--- src/hw/rtl/kchd_pkg.sv ---
`timescale 1ns / 1ps
`default_nettype none

package kchd_pkg;

	localparam int TimerWidth = 32;
	localparam int PollWidth  = 8;
	localparam int ThrWidth   = 16;
	localparam int HoldWidth  = 32;
	localparam int ClickWidth = 8;
	localparam int CfgIdxWidth = 2;

	typedef logic [TimerWidth-1:0] tmr_t;
	typedef logic [TimerWidth:0]   tmr_ext_t;
	typedef logic [ClickWidth-1:0] clicks_t;

	typedef enum logic [2:0] {
		ModeIdle    = 3'd0,
		ModePre     = 3'd1,
		ModePressed = 3'd2,
		ModeHold    = 3'd3,
		ModeWait    = 3'd4
	} mode_t;

	typedef enum logic [1:0] {
		EvPress  = 2'd0,
		EvHold   = 2'd1,
		EvClicks = 2'd2
	} ev_t;

	typedef enum logic [CfgIdxWidth-1:0] {
		CfgPollPeriod     = 2'd0,
		CfgClickThreshold = 2'd1,
		CfgHoldThreshold  = 2'd2,
		CfgIntervalLimit  = 2'd3
	} cfg_idx_t;

	typedef struct packed {
		logic [PollWidth-1:0] poll_period;
		logic [ThrWidth-1:0]  click_threshold;
		logic [ThrWidth-1:0]  hold_threshold;
		logic [ThrWidth-1:0]  interval_limit;
	} cfg_t;

	typedef struct packed {
		ev_t                   event_res;
		logic [HoldWidth-1:0]  hold_time;
		logic [ClickWidth-1:0] click_total;
	} result_t;

	function automatic tmr_t sat_add(tmr_t t, logic [PollWidth-1:0] inc);
		tmr_ext_t s;
		s = {1'b0, t} + tmr_ext_t'(inc);
		return s[TimerWidth] ? '1 : s[TimerWidth-1:0];
	endfunction

endpackage

`default_nettype wire

--- src/hw/rtl/kchd_cfg_regs.sv ---
`timescale 1ns / 1ps
`default_nettype none

module kchd_cfg_regs (
	input  wire logic                           clk,
	input  wire logic                           arst_n,
	input  wire logic                           cfg_we,
	input  wire logic [kchd_pkg::CfgIdxWidth-1:0] cfg_index,
	input  wire logic [kchd_pkg::ThrWidth-1:0]  cfg_data,
	output kchd_pkg::cfg_t                      cfg
);

	kchd_pkg::cfg_t cfg_q;

	always_ff @(posedge clk or negedge arst_n) begin
		if (!arst_n) begin
			cfg_q.poll_period     <= kchd_pkg::PollWidth'(1);
			cfg_q.click_threshold <= kchd_pkg::ThrWidth'(20);
			cfg_q.hold_threshold  <= kchd_pkg::ThrWidth'(1000);
			cfg_q.interval_limit  <= kchd_pkg::ThrWidth'(300);
		end else if (cfg_we) begin
			unique case (kchd_pkg::cfg_idx_t'(cfg_index))
				kchd_pkg::CfgPollPeriod: begin
					cfg_q.poll_period <= cfg_data[kchd_pkg::PollWidth-1:0];
				end
				kchd_pkg::CfgClickThreshold: begin
					cfg_q.click_threshold <= cfg_data;
				end
				kchd_pkg::CfgHoldThreshold: begin
					cfg_q.hold_threshold <= cfg_data;
				end
				kchd_pkg::CfgIntervalLimit: begin
					cfg_q.interval_limit <= cfg_data;
				end
				default: begin
				end
			endcase
		end
	end

	assign cfg = cfg_q;

endmodule

`default_nettype wire

--- src/hw/rtl/kchd_core.sv ---
`timescale 1ns / 1ps
`default_nettype none

module kchd_core (
	input  wire logic         clk,
	input  wire logic         arst_n,
	input  kchd_pkg::cfg_t    cfg,
	input  wire logic         tick,
	input  wire logic         pressed,
	output logic              res_valid,
	output kchd_pkg::result_t res
);

	kchd_pkg::mode_t   mode_q, mode_nx;
	kchd_pkg::tmr_t    press_q, press_nx;
	kchd_pkg::tmr_t    gap_q, gap_nx;
	kchd_pkg::clicks_t clicks_q, clicks_nx;

	always_ff @(posedge clk or negedge arst_n) begin
		if (!arst_n) begin
			mode_q   <= kchd_pkg::ModeIdle;
			press_q  <= '0;
			gap_q    <= '0;
			clicks_q <= '0;
		end else if (tick) begin
			mode_q   <= mode_nx;
			press_q  <= press_nx;
			gap_q    <= gap_nx;
			clicks_q <= clicks_nx;
		end
	end

	always_comb begin
		mode_nx   = mode_q;
		clicks_nx = clicks_q;
		res_valid = 1'b0;
		res       = '0;
		press_nx  = pressed ? kchd_pkg::sat_add(press_q, cfg.poll_period) : '0;
		gap_nx    = (mode_q == kchd_pkg::ModeWait) ?
			kchd_pkg::sat_add(gap_q, cfg.poll_period) : '0;
		unique case (mode_q)
			kchd_pkg::ModePre: begin
				if (!pressed) begin
					mode_nx = kchd_pkg::ModeIdle;
				end else if (press_nx > kchd_pkg::tmr_t'(cfg.click_threshold)) begin
					mode_nx       = kchd_pkg::ModePressed;
					res_valid     = tick;
					res.event_res = kchd_pkg::EvPress;
				end
			end
			kchd_pkg::ModePressed: begin
				if (!pressed) begin
					mode_nx = kchd_pkg::ModeWait;
					if (clicks_q != '1) begin
						clicks_nx = clicks_q + kchd_pkg::clicks_t'(1);
					end
				end else if (press_nx > kchd_pkg::tmr_t'(cfg.hold_threshold)) begin
					mode_nx = kchd_pkg::ModeHold;
				end
			end
			kchd_pkg::ModeHold: begin
				if (!pressed) begin
					mode_nx       = kchd_pkg::ModeIdle;
					res_valid     = tick;
					res.event_res = kchd_pkg::EvHold;
					res.hold_time = kchd_pkg::HoldWidth'(press_q);
				end
			end
			kchd_pkg::ModeWait: begin
				if (gap_nx > kchd_pkg::tmr_t'(cfg.interval_limit)) begin
					mode_nx         = kchd_pkg::ModeIdle;
					res_valid       = tick;
					res.event_res   = kchd_pkg::EvClicks;
					res.click_total = clicks_q;
				end else if (press_nx > kchd_pkg::tmr_t'(cfg.click_threshold)) begin
					mode_nx = kchd_pkg::ModePressed;
				end
			end
			default: begin
				clicks_nx = '0;
				mode_nx   = pressed ? kchd_pkg::ModePre : kchd_pkg::ModeIdle;
			end
		endcase
	end

endmodule

`default_nettype wire

--- src/hw/rtl/kchd_out_fifo.sv ---
`timescale 1ns / 1ps
`default_nettype none

module kchd_out_fifo (
	input  wire logic         clk,
	input  wire logic         arst_n,
	input  wire logic         push,
	input  kchd_pkg::result_t push_data,
	output logic              has_room,
	output logic              out_valid,
	input  wire logic         out_ready,
	output kchd_pkg::result_t out_data
);

	kchd_pkg::result_t slot_q [2];
	logic              wr_ptr_q;
	logic              rd_ptr_q;
	logic [1:0]        count_q;
	logic              pop;

	assign pop       = out_valid && out_ready;
	assign out_valid = (count_q != 2'd0);
	assign has_room  = !count_q[1];
	assign out_data  = slot_q[rd_ptr_q];

	always_ff @(posedge clk or negedge arst_n) begin
		if (!arst_n) begin
			wr_ptr_q <= 1'b0;
			rd_ptr_q <= 1'b0;
			count_q  <= 2'd0;
		end else begin
			if (push) begin
				wr_ptr_q <= !wr_ptr_q;
			end
			if (pop) begin
				rd_ptr_q <= !rd_ptr_q;
			end
			if (push && !pop) begin
				count_q <= count_q + 2'd1;
			end else if (pop && !push) begin
				count_q <= count_q - 2'd1;
			end
		end
	end

	always_ff @(posedge clk) begin
		if (push) begin
			slot_q[wr_ptr_q] <= push_data;
		end
	end

endmodule

`default_nettype wire

--- src/hw/rtl/key_click_hold_detector_unit.sv ---
`timescale 1ns / 1ps
`default_nettype none

// Click and hold detector for one key. Every transfer on the slave side is one polling tick
// carrying the key level, and the block takes one tick per clock cycle while s_tready is high.
// A tick that detects a press, releases a long hold or ends a click sequence writes one event
// into a two-entry output buffer, and that event shows on the master side in the following
// cycle when the buffer was empty; all other ticks produce nothing. Ticks keep flowing while an
// event is pending, and s_tready drops only while two events are waiting. Configuration
// writes must be made while no tick is in flight.
module key_click_hold_detector_unit (
	input  wire logic                             clk,
	input  wire logic                             arst_n,
	input  wire logic                             cfg_we,
	input  wire logic [kchd_pkg::CfgIdxWidth-1:0] cfg_index,
	input  wire logic [kchd_pkg::ThrWidth-1:0]    cfg_data,
	input  wire logic                             s_tvalid,
	output logic                                  s_tready,
	input  wire logic [7:0]                       s_tdata,  // [0] pressed
	output logic                                  m_tvalid,
	input  wire logic                             m_tready,
	output logic [39:0]                           m_tdata,  // [31:0] hold_time, [39:32] click_total
	output logic [1:0]                            m_tuser   // [1:0] event_res
);

	kchd_pkg::cfg_t    cfg;
	kchd_pkg::result_t res;
	kchd_pkg::result_t out_res;
	logic              tick;
	logic              res_valid;

	assign tick = s_tvalid && s_tready;

	kchd_cfg_regs u_cfg (
		.clk       (clk),
		.arst_n    (arst_n),
		.cfg_we    (cfg_we),
		.cfg_index (cfg_index),
		.cfg_data  (cfg_data),
		.cfg       (cfg)
	);

	kchd_core u_core (
		.clk       (clk),
		.arst_n    (arst_n),
		.cfg       (cfg),
		.tick      (tick),
		.pressed   (s_tdata[0]),
		.res_valid (res_valid),
		.res       (res)
	);

	kchd_out_fifo u_fifo (
		.clk       (clk),
		.arst_n    (arst_n),
		.push      (res_valid),
		.push_data (res),
		.has_room  (s_tready),
		.out_valid (m_tvalid),
		.out_ready (m_tready),
		.out_data  (out_res)
	);

	assign m_tdata = {out_res.click_total, out_res.hold_time};
	assign m_tuser = out_res.event_res;

	a_event_needs_tick: assert property (@(posedge clk) disable iff (!arst_n)
		res_valid |-> (s_tvalid && s_tready))
		else $error("event raised without an accepted tick");

	a_empty_is_ready: assert property (@(posedge clk) disable iff (!arst_n)
		!m_tvalid |-> s_tready)
		else $error("input stalled while output buffer is empty");

	a_event_shows_next: assert property (@(posedge clk) disable iff (!arst_n)
		res_valid |=> m_tvalid)
		else $error("event not presented after its tick");

	a_hold_no_clicks: assert property (@(posedge clk) disable iff (!arst_n)
		(m_tvalid && (m_tuser == kchd_pkg::EvHold)) |-> (m_tdata[39:32] == 8'd0))
		else $error("hold event carries a click count");

endmodule

`default_nettype wire

--- config.mk ---
export PLATFORM = sky130hd
export DESIGN_NAME = key_click_hold_detector_unit
export DESIGN_NICKNAME = d
export VERILOG_FILES = /design/src/hw/rtl/kchd_pkg.sv /design/src/hw/rtl/kchd_cfg_regs.sv /design/src/hw/rtl/kchd_core.sv /design/src/hw/rtl/kchd_out_fifo.sv /design/src/hw/rtl/key_click_hold_detector_unit.sv
export SDC_FILE = /design/constraint.sdc
export NUM_CORES = 1
export LEC_CHECK = 0
export BUFFER_PORTS_ARGS = -buffer_cell sky130_fd_sc_hd__buf_4
export CORE_MARGIN = 2
export CORE_UTILIZATION = 67
export CTS_CLUSTER_DIAMETER = 40
export DETAILED_ROUTE_END_ITERATION = 8
export PLACE_DENSITY_LB_ADDON = 0.08
export SYNTH_ARGS = -nofsm -noshare
export SYNTH_HDL_FRONTEND = slang
export SYNTH_SLANG_ARGS = --single-unit
--- constraint.sdc ---
create_clock -name clk -period 13.1 [get_ports clk]
set_clock_uncertainty 0.15 [all_clocks]
set_input_delay 1.31 -clock clk [delete_from_list [all_inputs] [get_ports clk]]
set_output_delay 1.31 -clock clk [all_outputs]
set_load 0.01 [all_outputs]
# ---- Word level (Yosys, flattened, before mapping)
# Memory sizes are Yosys's and may differ from the RTL's.
# Index checks and enable logic that the tools add are counted.
dict set report word_totals {
  ff_bits 135
  ramBits 84
  inputBits 31
  out_inout_bits 44
  elab_cells 82
  mem_count 1
}
# memory depth width rd rd_clocked_by_memory_dff write_ports line
set mem_list {}
lappend mem_list {u_fifo.slot_q 2 42 1 0 1 kchd_out_fifo.sv:15} ;# kchd_pkg::result_t slot_q [2];
dict set report classes {
  addsub 5
  n_lt_le_gt_ge 3
  eq_ne 12
  muxes 30
  bitwise_logic 1
  n_reduce_logical 19
}
# operator count
set op_table {}
lappend op_table {{$mux 32} 5}
lappend op_table {{$gt 32x16->1} 3}
lappend op_table {{$add 32x8->33} 2}
lappend op_table {{$mux 33} 1}
lappend op_table {{$mux 8} 4}
lappend op_table {{$mux 3} 6}
lappend op_table {{$pmux 8 s2} 1}
lappend op_table {{$pmux 3 s4} 1}
lappend op_table {{$add 8x1->8 const B} 1}
lappend op_table {{$ne 8x8->1 const B} 1}
lappend op_table {{$reduce_and 2->1} 4}
lappend op_table {{$mux 1} 7}
lappend op_table {{$eq 3x2->1 const B} 2}
lappend op_table {{$mux 2} 3}
lappend op_table {{$logic_not 1->1} 5}
lappend op_table {{$eq 2x2->1 const B} 2}
lappend op_table {{$logic_and 1x1->1} 4}
lappend op_table {{$ne 2x2->1 const B} 2}
lappend op_table {{$pmux 2 s2} 1}
lappend op_table {{$reduce_and 4->1} 1}
lappend op_table {{$reduce_bool 2->1} 2}
lappend op_table {{$eq 3x1->1 const B} 1}
lappend op_table {{$eq 3x3->1 const B} 1}
lappend op_table {{$ne 3x2->1 const B} 1}
lappend op_table {{9 further kinds} 9}

# ---- Depth between registers and ports, before layout
dict set report logic_depth {
  ltp_word 11
  mapped_depth 24
  mapped_depth_nobuf 23
}

# ---- Cells and area by module
# A second synthesis with hierarchy kept.
dict set report hier_totals {
  hier_cells 1133
  area_unflattened_um2 12654.6
}
# mod n_inst cells_each area_per_inst_um2 seq_area_each_um2
set modules_own_cells {}
lappend modules_own_cells {kchd_core 1 866 7103.1 1876.8}
lappend modules_own_cells {kchd_out_fifo 1 147 3419.5 2622.5}
lappend modules_own_cells {kchd_cfg_regs 1 119 2125.8 1417.6}
lappend modules_own_cells {key_click_hold_detector_unit 1 1 6.3 0.0}

# ---- Least setup slack after synthesis
# No wires, ideal clock.
dict set report synth_timing {
  path_type {register to register}
  from {reg u_cfg.cfg_q, in the netlist u_cfg.cfg[48]}
  to {mem u_fifo.slot_q[0][0] (netlist bit) (enable)}
  setup_ns 0.441
  t_arrival_ns 5.475
  required_ns 12.509
  path_slack_ns 7.033
  path_stages_with_launch 21
  n_path_buf 1
  synth_period_minus_slack_ns 6.067
  path_cell_list {dfstp_2 ha_1 fa_1 a211oi_1 o21a_1 a21boi_0 buf_2 and3_1 nand3_1 xor2_1 a21oi_1 ha_1 nand4_1 nor3_1 o211ai_1 a32o_1 o21ai_0 nor4_2 a21oi_4 o21ai_4 nor2_1}
}
dict set report synth_via {
  word_cells_on_any_way 14
  cone_classes {add/sub (2); order compare (2); mux (10)}
}
# item line
set synth_lines {}
lappend synth_lines {{start: declaration} kchd_cfg_regs.sv:13} ;# kchd_pkg::cfg_t cfg_q;
lappend synth_lines {{$add 32x8->33} kchd_pkg.sv:53} ;# s = {1'b0, t} + tmr_ext_t'(inc);
lappend synth_lines {{$mux 32} kchd_pkg.sv:54} ;# return s[TimerWidth] ? '1 : s[TimerWidth-1:0];
lappend synth_lines {{$mux 32} kchd_core.sv:39} ;# gap_nx = (mode_q == kchd_pkg::ModeWait) ?
lappend synth_lines {{net u_core.gap_nx[14]} kchd_core.sv:16} ;# kchd_pkg::tmr_t gap_q, gap_nx;
lappend synth_lines {{$gt 32x16->1} kchd_core.sv:70} ;# if (gap_nx > kchd_pkg::tmr_t'(cfg.interval_limit)) begin
lappend synth_lines {{$mux 1} kchd_core.sv:70}
lappend synth_lines {{$pmux 1 s3} kchd_core.sv:41} ;# unique case (mode_q)
lappend synth_lines {{$mux 1} kchd_out_fifo.sv:47} ;# if (push) begin
lappend synth_lines {{$mux 1 (not written as such)} kchd_out_fifo.sv:48} ;# slot_q[wr_ptr_q] <= push_data;
lappend synth_lines {{end: declaration} kchd_out_fifo.sv:15}
# The timed path passes the listed nets, and every way through them passes these cells.

# ---- Final worst setup path
dict set report layout_timing {
  from {reg u_cfg.cfg_q, in the netlist u_cfg.cfg[48]}
  to {reg u_fifo.count_q[1]}
}
dict set report layout_via {
  elab_chain_cells 10
  word_cells_on_any_way 17
  cone_classes {add/sub (2); order compare (2); mux (9); reduce/logical (4)}
}
# item line
set layout_rtl {}
lappend layout_rtl {{$add 32x8->33 *} kchd_pkg.sv:53}
lappend layout_rtl {{$mux 32 *} kchd_pkg.sv:54}
lappend layout_rtl {{$mux 32 *} kchd_core.sv:38} ;# press_nx = pressed ? kchd_pkg::sat_add(press_q, cfg.poll_period) : '0;
lappend layout_rtl {{net u_core.press_nx[5]} kchd_core.sv:15} ;# kchd_pkg::tmr_t press_q, press_nx;
lappend layout_rtl {{$gt 32x16->1 *} kchd_core.sv:45} ;# end else if (press_nx > kchd_pkg::tmr_t'(cfg.click_threshold)) begin
lappend layout_rtl {{$mux 1 *} kchd_core.sv:45}
lappend layout_rtl {{$mux 1 *} kchd_core.sv:43} ;# if (!pressed) begin
lappend layout_rtl {{$pmux 1 s3 *} kchd_core.sv:41}
lappend layout_rtl {{net res_valid} key_click_hold_detector_unit.sv:30} ;# logic res_valid;
lappend layout_rtl {{$logic_not 1->1} kchd_out_fifo.sv:40} ;# end else if (pop && !push) begin
lappend layout_rtl {{$logic_and 1x1->1} kchd_out_fifo.sv:40}
lappend layout_rtl {{$reduce_bool 2->1 (no line)} --}
lappend layout_rtl {{end signal: assignment} kchd_out_fifo.sv:39} ;# count_q <= count_q + 2'd1;
lappend layout_rtl {{end signal: assignment} kchd_out_fifo.sv:41} ;# count_q <= count_q - 2'd1;
lappend layout_rtl {{end: declaration} kchd_out_fifo.sv:18} ;# logic [1:0] count_q;
# The timed path passes the listed nets; every way through them passes the cells marked *.
# A chain may end at the register's enable or synchronous reset.

==> impl_metrics.tcl <==
set metrics [dict create \
    track_usage_pct 29.21 \
    hold_class "reg -> reg" \
    wirelength_um 28510 \
    synth_area_um2 12590 \
    drv_cap 0 \
    numCtsBuffers 34 \
    synth-main-ff-cell "dfrtp_1" \
    crit_slowest_cell "o31ai_1" \
    ioPinCount 75 \
    grt_antenna_before_repair 0 \
    port_buffers 67 \
    diodes 0 \
    grt_max_degree 75 \
    drtPass1Iterations 5 \
    synth_top_area_share_pct 24.24 \
    drc 0 \
    synth.ff_latch_count 219 \
    num_vias 9420 \
    synth_area_per_cell_um2 10.74 \
    via_per_inst 6.305 \
    finalSetupTns_ns 0 \
    hold_viol 0 \
    clk_latency_ns 0.50 \
    cts_setup_buffers 0 \
    r2r_slack_ns 7.14 \
    period_share_pct 45.48 \
    yosysUniqueCellTypes 89 \
    crit_type "reg -> reg" \
    required_ns 13.37 \
    grt_pass1_wl_um 46670 \
    antenna_left 0 \
    finalCriticalPeriod_ns 5.959 \
    synth_edf_count 84 \
    power.density_nw_per_um2 177.3 \
    max_freq_mhz 167.8 \
    rows 50 \
    synth_top_cell_by_area "dfrtp_1" \
    finalSetupViolCount 0 \
    slowest_delay_ns 0.80 \
    outcome "completed" \
    nets 1334 \
    cts_tree "built" \
    coreArea_um2 18580 \
    syn_inst 1173 \
    worst_pin_slew_ns 0.9707 \
    synth_nets 1272 \
    grt_pass1_vias 9405 \
    cts.sinks 219 \
    fp.dieH_um 141.1 \
    setup.worst_path.end_class "flop" \
    total_power_mw 2.560 \
    crit_chain "ha_1 -> fa_1 -> nand3_1 -> a21bo_2 -> a21oi_1 -> buf_4 -> nand2_1 -> a21oi_1 -> ha_1 -> a21o_1 -> a21o_1 -> a21oi_1 -> a21boi_0 -> o31ai_1 -> nand4_1 -> o31a_2 -> o21ai_4 -> inv_1 -> ha_1 -> nor2_1 -> xnor2_1" \
    start_util_pct 67.78 \
    ctsHoldBuffers 0 \
    wl_per_cell_um 19.08 \
    synth.area.top_cells "dfrtp_1 (24%), edfxtp_1 (20%), mux2_2 (11%)" \
    grt_setup_unrepaired "no" \
    cts_resized 0 \
    leakage_nw 6.193 \
    clk_path_buf_depth 3 \
    dp_hpwl_um 19460 \
    place_congestion 0.9164 \
    drive_above_1_share_pct 25.16 \
    syn_to_final_growth_pct 14.61 \
    yosysWarnings 0 \
    grt_overflow 0 \
    ys_seq_area_share_pct 46.98 \
    die_w_um 141.1 \
    clk_pin_slew_ns 0.05 \
    die_area_um2 19910 \
    drv_slew 0 \
    drt_iter0_drc 652 \
    worst-path-max-fanout 11 \
    max_slew_margin_pct 35.28 \
    cts_root_buf "clkbuf_16" \
    startpoint_type "flop" \
    h-tree-depth 2 \
    crit_arrival_ns 6.23 \
    vdd_drop_max_mv 0.1466 \
    ys_async_sr_fraction_pct 61.64 \
]
[through the flow]
stage                     utilization, %  instance area [µm²]  instances  worst slack (ns)  hold WS [ns]
final                              77.69                14440       1494             7.142        0.3480
after CTS                          77.69                14440       1494             7.167        0.3476
after detailed placement           71.31                13250       1433             6.939        0.3373
after floorplan                        -                12590       1173             7.033        0.3038
after global placement             71.31                13250       1433             7.109        0.3204
after global routing               77.69                14440       1494             6.971        0.3623
[placed cells by master (no fill, tap or decap), types with 13 or more instances in the layout]
cell type,count
nand4_1,24
nand2_1,84
nand3_1,35
o21ai_0,48
xnor2_1,22
mux2_2,127
edfxtp_1,84
and3_1,16
o31ai_1,15
inv_1,57
xor2_1,15
and2_1,37
a21oi_1,90
ha_1,66
a21o_1,20
buf_4,77
clkbuf_16,35
dfstp_2,13
nor2_1,76
dfrtp_1,121
[metal layers]
metal | vias up | global-route usage [%] | routed length (µm)
met5 | - | 0 | 0
met2 | 277 | 49.51 | 13860
met1 | 4620 | 39.05 | 12500
met3 | 60 | 4.755 | 1480
li1 | 4463 | - | -
met4 | 0 | 8.789 | 669
[sequential cells by signal (all words and copies together), names as in the netlist]
register and count:
u_fifo.count_q 2, u_core.press_q 32, u_core.clicks_q 8, u_fifo.rd_ptr_q 1
u_core.mode_q 3, u_cfg.cfg 56, u_fifo.slot_q 84, u_core.gap_q 32
u_fifo.wr_ptr_q 1
[area by class of cell]
| cell class | instances | area [µm²] |
|---|---|---|
| inverters | 58 | 217.7 |
| clock inverters | 20 | 246.5 |
| repair buffers | 78 | 589.3 |
| flip-flops and latches | 219 | 5918 |
| fillers | 1258 | 4145 |
| well taps | 234 | 292.8 |
| multi-input cells | 844 | 6232 |
| clock buffers | 41 | 938.4 |
[report_power, final]
group / switching [mW] / leakage (nW) / internal (mW)
Combinational: 0.409 / 3.12 / 0.363
Clock: 0.325 / 0.575 / 0.597
Sequential: 0.0828 / 2.50 / 0.782
Total: 0.818 / 6.19 / 1.74
[cell usage after synthesis (4+ instances only)]
library cell,count
mux2i_1,4
a31oi_1,10
a2111oi_2,4
nand4_1,24
a211oi_1,10
edfxtp_1,84
o21a_1,4
o31ai_1,15
o21ai_0,48
nand2_1,84
nand2b_1,10
a21oi_1,90
nor4_1,5
and4_1,8
clkbuf_8,4
nor3_1,8
o2111ai_1,5
nand3_1,35
o211ai_1,5
xnor2_1,22
and3_1,16
inv_1,57
xor2_1,15
dfrtp_1,122
or2_2,4
o22ai_1,4
and2_2,8
a21o_1,20
clkbuf_1,41
nor2_1,78
ha_1,66
and2_1,37
mux2_2,127
dfstp_2,13
[worst max-delay path: cells and delay by family, from the launching register on]
kind                       cells  cell delay (ns)
AOI/OAI and AO/OA             10             2.83
adders and majority gates      4             1.10
and+or+nand+nor                4             0.81
DFF                            1             0.56
buffers and inverters          2             0.28
xor gates and xnor gates       1             0.14
[logic make-up (layout without fill, tap and decap cells)]
family                   after synthesis  after routing  synth area share [%]
AO/OA/AOI/OAI                        261            261                 13.62
flip-flops                           219            219                 46.98
adder cells (fa/ha/maj)               68             68                 6.875
buffers and inverters                110            197                 3.715
AND/OR/NAND/NOR                      346            346                 14.44
multiplexers                         132            132                 11.79
XOR/XNOR                              37             37                 2.573
[final timing paths]
kind                                  from                end  cells past startpoint
min in group asynchronous           arst_n      u_cfg.cfg[42]                      1
setup / recovery             u_cfg.cfg[48]  u_fifo.count_q[1]                     21
setup reg to reg             u_cfg.cfg[48]  u_fifo.count_q[1]                     21
hold reg to reg            u_core.gap_q[0]    u_core.gap_q[0]                      2
hold / removal             u_core.gap_q[0]    u_core.gap_q[0]                      2
max in group asynchronous           arst_n    u_fifo.rd_ptr_q                      2
(Power assumes the default switching activity.)
